<file path="src/rtl/pca_fifo.sv">
// Short request queue between the front and back ends.
// Standalone; holds opaque words of width W.
`default_nettype none
module pca_fifo #(
  parameter int W     = 8,
  parameter int DEPTH = 4
) (
  input  logic         clk,
  input  logic         rst,
  input  logic         push,
  input  logic [W-1:0] din,
  input  logic         pop,
  output logic [W-1:0] dout,
  output logic         full,
  output logic         empty
);
  localparam int PTRW = $clog2(DEPTH);

  logic [W-1:0]    mem [0:DEPTH-1];
  logic [PTRW-1:0] wr_ptr;
  logic [PTRW-1:0] rd_ptr;
  logic [PTRW:0]   count;

  assign full  = count == (PTRW+1)'(DEPTH);
  assign empty = count == '0;
  assign dout  = mem[rd_ptr];

  always_ff @(posedge clk) begin
    if (push) begin
      mem[wr_ptr] <= din;
    end
  end

  always_ff @(posedge clk) begin
    if (rst) begin
      wr_ptr <= '0;
      rd_ptr <= '0;
      count  <= '0;
    end else begin
      if (push) begin
        wr_ptr <= (wr_ptr == PTRW'(DEPTH-1)) ? '0 : wr_ptr + 1'b1;
      end
      if (pop) begin
        rd_ptr <= (rd_ptr == PTRW'(DEPTH-1)) ? '0 : rd_ptr + 1'b1;
      end
      count <= count + (PTRW+1)'(push) - (PTRW+1)'(pop);
    end
  end
endmodule
`default_nettype wire

</file>
<file path="config.mk">
export PLATFORM = sky130hd
export DESIGN_NAME = pca_fifo
export DESIGN_NICKNAME = d
export VERILOG_FILES = /design/src/rtl/pca_fifo.sv
export SDC_FILE = /design/constraint.sdc
export NUM_CORES = 1
export LEC_CHECK = 0
export ABC_CLOCK_PERIOD_IN_PS = 2520
export BUFFER_PORTS_ARGS = -buffer_cell sky130_fd_sc_hd__buf_2
export CELL_PAD_IN_SITES_DETAIL_PLACEMENT = 1
export CELL_PAD_IN_SITES_GLOBAL_PLACEMENT = 1
export CORE_MARGIN = 2
export CORE_UTILIZATION = 51
export CTS_CLUSTER_DIAMETER = 100
export DETAILED_ROUTE_END_ITERATION = 8
export PLACE_DENSITY_LB_ADDON = 0.1
export SLEW_MARGIN = 15
export SYNTH_ARGS = -nofsm -noshare
export SYNTH_HDL_FRONTEND = slang
export SYNTH_SLANG_ARGS = --single-unit
</file>
<file path="constraint.sdc">
create_clock -name clk -period 2.52 [get_ports clk]
set_clock_uncertainty 0.15 [all_clocks]
set_input_delay 0.252 -clock clk [delete_from_list [all_inputs] [get_ports clk]]
set_output_delay 0.252 -clock clk [all_outputs]
set_load 0.03 [all_outputs]
</file>
# Word level (Yosys, flattened, before mapping)
# Memory sizes are Yosys's and may differ from the RTL's. A register that Yosys moved wholly into a read port is not among the register bits.
# Cells that the tools add are included.
# classes
n_eq_ne	3
reduce_logical	1
mux	6
add_sub_neg	4
# ops
operator	count
2-to-1 mux 2 bit	4
adder 2 x 1 -> 2 bit (second input constant)	2
== test 2 bit (second input constant)	2
adder 3 x 1 -> 3 bit	1
== test 3 bit (second input constant)	1
logical NOT 3 bit	1
subtractor 3 x 1 -> 3 bit	1
2-to-1 mux 1 bit	2
# word_totals
mem_count	1
elab_cells	18
ram_bits	32
regBits	7
# mem_list
memory	words	word_bits	rd	rd_clocked_by_memory_dff	write_ports	line	rtl
mem	4	8	1	1	1	19	logic [W-1:0] mem [0:DEPTH-1];

# Depth between registers and ports, before layout
# Gate-level depths: netlist of run 1.
# depth
word_depth	4
depth_mapped	7
mapped_depth_nobuf	7

# Worst setup path after synthesis of run 1
# Ideal clock, no wire load.
# synth_path
kind	register -> register
start	register count[0]
end	register count[2]
period_less_slack_ps	1652
n_path_buf	0
setup_ps	110
arrival_ps	1392
setup_slack_ps	868
stages_incl_launch_ff	8
cell_sequence	dfxtp_1 inv_1 ha_1 inv_1 ha_1 fa_1 xor3_1 nor2_1
# synth_via
elab_chain_len	2
# synth_lines
element	line	rtl
start, declared	22	logic [PTRW:0] count;
start signal, assigned	46	count <= count + (PTRW+1)'(push) - (PTRW+1)'(pop);
adder 3 x 1 -> 3 bit	46	
subtractor 3 x 1 -> 3 bit	46	
# No other way between the ends.
# A chain may end at the register's enable or synchronous reset.

==> results.cfg, run 1 <==
[final_layout]
nets = 140
num_antenna_cells = 0
mostFrequentLayoutCells = edfxtp_1 (32), buf_2 (21), dfxtp_1 (9), dlygate4sd3_1 (9), mux4_2 (8)
layout_commonest_cell = edfxtp_1
drive_above_1_share_pct = 30.6
instances_no_fill = 165
fillers = 266
area_delta_synth_final_pct = 20.9
finalInstanceArea_um2 = 1950

[global_routing]
grt_util_met2_pct = 30.7
antenna_found_initial = 0
grt_busiest_layer = met2
grt_max_degree = 14
met3_usage_pct = 4.55
grt_pass1_vias = 849
grt_use_total_pct = 18.1
grt_pass1_wl_mm = 4.34
grt.met1_usage_pct = 21.7
grt_overflow = 0

[sta]
rsz0062_at_grt = no
tns_ns = 0
worst_pin_slew_ns = 0.567
setup_viol = 0
finalHoldViolations = 0
timing.fmax_ghz = 0.449
finalCritPeriodShare_pct = 88.4
fin_crit_ns = 2.23
drv_slew = 0
slew_headroom_pct = 62.2

[detailed_routing]
wl_mm = 2.76
avgRoutedWirePerCell_um = 16.7
vias = 806
route.detailed.drc = 0
ant_nets = 0
vias_per_cell = 4.88
drt_iter0_markers = 8
drtPass1Iterations = 4

[clock_network]
tritoncts = done
cts_root_buffer = clkbuf_4
cts_buffer_depth = 2
post_cts_buffers = 0
ctsResizeCount = 0
clock_sink_count = 41
cts.clk_slew.worst_paths_ns = 0.12
cts_buffers = 5
h-tree-depth = 2
clk_latency_ns = 0.34

[worst_setup_path]
critPathRequiredTime_ns = 2.12
slowest_stage = dfxtp_1
ff2ff_path_depth = 7
critical_path.cell_chain = mux4_2, buf_2
path_class = reg -> out
critPathMaxFanout = 8
crit_path_start_kind = flip-flop
endpoint_kind = output port
critPathMaxStageDelay_ns = 0.70
timing.critical_path.arrival_ns = 1.83

[yosys]
ys_warn_count = 0
postSynthAreaPerCell_um2 = 19.0
ys_seq_area_share_pct = 70.8
yosysUniqueCellTypes = 18
ys_ff_latch = 41
syn_inst = 85
netlist_area_um2 = 1610
synth_fp_nets = 105

[die]
fp.dieW_um = 60.2
io_pins = 22
dieArea_um2 = 3630
initial_core_util_pct = 53.2
die_height_um = 60.2
core-area_um2 = 3030
num_rows = 20

[placement]
place.gp.congestion = 0.628
dp.final_hpwl_mm = 1.94
port_buffers = 21
dpl_cell_area_um2 = 1760
place_inst = 148

[flow_run]
maxCapViolations = 0

[min_path]
hp-class = in -> reg
holdPathStages = 3

[status]
run_status = finished, final reports clean

[power_and_ir_drop]
power_density_nw_per_um2 = 800
ir_worst_vdd_mv = 0.617
p_leak_nw = 0.738
## cells by family after synthesis
kind of cell,Yosys count,share of synthesized area (%)
flops,41,70.8
fa+ha+maj,8,6.68
buf+inv,8,2.41
simple gates,15,5.59
mux,10,12.4
compound gates,2,0.621
xor+xnor,1,1.47
## layout make-up
cell class                      count  area, um^2  share of cell area, %
Clock buffer                        5        37.5                   1.93
Clock inverter                      3        65.1                   3.34
Inverter                            6        22.5                   1.16
Multi-Input combinational cell     36         432                   22.2
Sequential cell                    41        1140                   58.6
Tap cell                           44        55.1                   2.83
Timing Repair Buffer               30         195                   10.0
## per-layer routing
layer  vias to the layer above  wire (um)  part of all wire, %
li1                        390          -                    -
met2                        16       1490                   54
met3                         4         73                  2.6
met5                         -          0                    0
met1                       396       1170                   42
met4                         0         31                  1.1
## worst paths after layout
path                                              from                     end  slack, ns
worst max-delay path                         flip-flop                 dout[7]       0.29
worst min-delay path                               pop               flip-flop       0.10
worst max register to register     count[0]$_SDFF_PP0_     count[2]$_SDFF_PP0_       0.78
worst min register to register  wr_ptr[0]$_SDFFE_PP0P_  wr_ptr[0]$_SDFFE_PP0P_       0.39
## what timing repair did
action | 4_1_cts | 5_1_grt
hold buffers | 9 | 0
hold endpoints to repair | 37 | 0
endpoints found under the setup margin | 0 | 0
## cell usage after synthesis, drive strengths merged
cell type  instances  area (um^2)
buf                1         11.3
fa                 1         20.0
nand2b             2         12.5
ha                 7         87.6
xor3               1         23.8
inv                6         22.5
a21oi              2         10.0
clkbuf             1         5.00
mux4               8          180
nor3               1         5.00
edfxtp            32          961
or3b               2         17.5
mux2i              2         20.0
nor2               3         11.3
and2               4         25.0
nor2b              2         12.5
and3               1         6.26
dfxtp              9          180
## flip-flops by register name (all words and copies together) (netlist names), named ones only
name	flops
count	3
mem	32
rd_ptr	2
wr_ptr	2
## stage by stage
step                      hold WS (ns)  power [mW]  setup slack [ns]  utilization [%]
after floorplan                  0.171       0.980             0.868                -
after global placement           0.311        1.03             0.677             58.0
after detailed placement         0.328        1.05             0.639             58.0
after CTS                       0.0726        1.58             0.225             64.3
after global routing            0.0941        1.62             0.155             64.3
final                            0.100        1.56             0.291             64.3
## critical path: cells and delay by family, from the launching register on
family | cells | cell delay (ns)
buffers and inverters | 1 | 0.19
multiplexers | 1 | 0.59
flip-flops | 1 | 0.70
## where the power goes
| group | internal (mW) | switching [mW] | total, mW |
|---|---|---|---|
| clock | 0.307 | 0.210 | 0.517 |
| sequential | 0.771 | 0.0301 | 0.801 |
| combinational | 0.112 | 0.129 | 0.241 |
| total | 1.19 | 0.369 | 1.56 |
Power figures use the tool's default switching activity.
==> run 2: changes to the inputs <==
--- a/config.mk
+++ b/config.mk
@@ -5,12 +5,13 @@
 export SDC_FILE = /design/constraint.sdc
 export NUM_CORES = 1
 export LEC_CHECK = 0
+export ABC_AREA = 1
 export ABC_CLOCK_PERIOD_IN_PS = 2520
 export BUFFER_PORTS_ARGS = -buffer_cell sky130_fd_sc_hd__buf_2
 export CELL_PAD_IN_SITES_DETAIL_PLACEMENT = 1
 export CELL_PAD_IN_SITES_GLOBAL_PLACEMENT = 1
 export CORE_MARGIN = 2
-export CORE_UTILIZATION = 51
+export CORE_UTILIZATION = 48
 export CTS_CLUSTER_DIAMETER = 100
 export DETAILED_ROUTE_END_ITERATION = 8
 export PLACE_DENSITY_LB_ADDON = 0.1
==> run 2 against run 1 <==
Area after synthesis up 7.8%. Critical endpoint is now dout[6]. Final cell count up 40%. Combinational power up 10%. Critical path type unchanged.
==> results.cfg, run 2 <==
[status]
run_status = finished, final reports clean

[sta]
rsz0062_at_grt = no
finalHoldViolations = 0
whs_ns = 0.0422
setup_ws_ns = 0.529
timing.fmax_ghz = 0.502
fin_crit_ns = 1.99
slew_headroom_pct = 61.1
worst_pin_slew_ns = 0.583
drv_slew = 0
setup_viol = 0
tns_ns = 0
finalCritPeriodShare_pct = 79.0

[yosys]
synthAdderAreaFrac_pct = 6.19
yosys.area.top_type_share_pct = 55.3
synth_top_family_by_area = buffers and inverters
synthXorXnorAreaFrac_pct = 0.504
synthMuxAreaShare_pct = 0
synth_compound_area_share_pct = 9.43
ys_ff_latch = 41
yosysUniqueCellTypes = 18
synthTopCellsByArea = edfxtp_1 (55%), dfxtp_1 (10%), inv_1 (6.7%)
synth_fp_nets = 172
ys_seq_area_share_pct = 65.7
synth-simple-area-share_pct = 8.21
synthFlopType = edfxtp_1
yosysMostFrequentCell = edfxtp_1
postSynthAreaPerCell_um2 = 11.4
synthTopCellsByCount = edfxtp_1 (32), inv_1 (31), nand2_1 (25), a21oi_1 (10)
syn_inst = 152
netlist_area_um2 = 1740
synthArstFlopShare_pct = 0
synth_edf_count = 32
synth_top_cell_by_area = edfxtp_1
ys_warn_count = 0

[power_and_ir_drop]
seqPwrFrac_pct = 54.3
comb_power_share_pct = 18.0
clockPowerShare_pct = 27.7
internal_power_mw = 1.06
p_leak_nw = 0.881
p_sw_uw = 416
power_density_nw_per_um2 = 730
sw_frac_of_total_pct = 28.2
ir_worst_vdd_mv = 0.364

[worst_setup_path]
r2r_start = count[0]$_SDFF_PP0_
critPathRequiredTime_ns = 2.12
endpoint_kind = output port
ff2ff_path_depth = 7
timing.critical_path.arrival_ns = 1.59
path_class = reg -> out
critPathMaxFanout = 16
r2r-end = count[2]$_SDFF_PP0_
crit_path_start_kind = flip-flop
reg2reg_slack_ns = 0.76

[placement]
dp.final_hpwl_mm = 2.14
place.gp.congestion = 0.692
port_buffers = 21
dp_slack_ns = 0.764

[final_layout]
layout_commonest_cell = edfxtp_1
regArea_um2 = 1140
largest_reg_flops = 32
drive_above_1_share_pct = 16.8
num_antenna_cells = 0
top_register = mem
nets = 204
multi_input_area_um2 = 423
largestRegisters = mem: 32 flops, count: 3 flops
mostFrequentLayoutCells = edfxtp_1 (32), inv_1 (31), nand2_1 (25)
fillers = 392
area_delta_synth_final_pct = 16.4

[detailed_routing]
route.detailed.drc = 0
drt_iter0_markers = 21
vias = 1089
ant_nets = 0
avgRoutedWirePerCell_um = 13.4
drtPass1Iterations = 4
wl_mm = 3.10
vias_per_cell = 4.71

[global_routing]
grt_max_degree = 33
grt_overflow = 0
grt_pass1_vias = 1160
antenna_found_initial = 0
grt_use_total_pct = 17.2
grt_pass1_wl_mm = 5.26

[die]
die_height_um = 64.2
num_rows = 21
initial_core_util_pct = 50.9
core-area_um2 = 3420
io_pins = 22
dieArea_um2 = 4120
fp.dieW_um = 64.2

[min_path]
hp-start = pop
holdPathEnd = rd_ptr[0]$_SDFFE_PP0P_
hp-class = in -> reg
holdPathStages = 3

[clock_network]
cts_buffers = 5
clk_latency_ns = 0.35
h-tree-depth = 2
cts_buffer_depth = 2
cts_root_buffer = clkbuf_4
clock_sink_count = 41
cts.clk_slew.worst_paths_ns = 0.13
tritoncts = done

[flow_run]
maxCapViolations = 0
run 2: cell type report:
| class | count | area share, % |
|---|---|---|
| inverter | 31 | 5.75 |
| sequential | 41 | 56.4 |
| clock inverter | 1 | 0.309 |
| clock buffer | 7 | 3.77 |
| multi-input combinational | 74 | 20.9 |
| timing repair buffer | 31 | 10.0 |
| tap | 46 | 2.84 |
run 2: kinds of logic (layout without fill, tap and decap cells):
kind of cell	Yosys count	count (layout)
simple gates	37	37
buf+inv	37	70
xor+xnor	1	1
compound gates	28	28
fa+ha+maj	8	8
flops	41	41
run 2: how the worst max path moves through the flow:
stage	start	to	slack [ns]	depth (start not counted)
after floorplan	count[0]$_SDFF_PP0_	count[2]$_SDFF_PP0_	0.90	7
after global placement	pop	count[2]$_SDFF_PP0_	0.86	7
after detailed placement	count[0]$_SDFF_PP0_	count[2]$_SDFF_PP0_	0.76	7
after CTS	flip-flop	dout[6]	0.46	3
after global routing	flip-flop	dout[6]	0.37	3
final	flip-flop	dout[6]	0.53	3
run 2: worst max-delay path, stage by stage, from the launching register on:
cell	delay [ns]
dfxtp_1	0.71
o211ai_1	0.20
nand2_1	0.12
buf_2	0.20
run 2: routing by layer:
layer,global-route usage (%),share of wire [%]
met1,19.2,43
met2,31.8,53
met3,3.87,3.1
met4,6.38,1.3
met5,0,0
run 2: stage by stage:
step | instance area [um^2] | utilization (%) | std cells | power [mW]
CTS | 2020 | 59.2 | 231 | 1.49
finish | 2020 | 59.2 | 231 | 1.48
global placement | 1850 | 54.2 | 214 | 1.06
floorplan | 1740 | - | 152 | 1.00
detailed placement | 1850 | 54.2 | 214 | 1.08
global route | 2020 | 59.2 | 231 | 1.55
run 2: power by group through the flow:
| stage | sequential [mW] | combinational (mW) | clock (mW) |
|---|---|---|---|
| 2_1_floorplan | 0.806 | 0.196 | 0 |
| 3_3_place_gp | 0.815 | 0.242 | 0 |
| 3_5_place_dp | 0.818 | 0.259 | 0 |
| 4_1_cts | 0.803 | 0.270 | 0.417 |
| 5_1_grt | 0.809 | 0.297 | 0.441 |
| 6_report | 0.803 | 0.266 | 0.409 |
run 2: timing repair:
action | CTS | global route
buffers inserted | 0 | 0
endpoints found under the hold margin | 38 | 0
hold buffers | 9 | 0
gates resized for setup | 0 | 0
setup endpoints to repair | 0 | 0
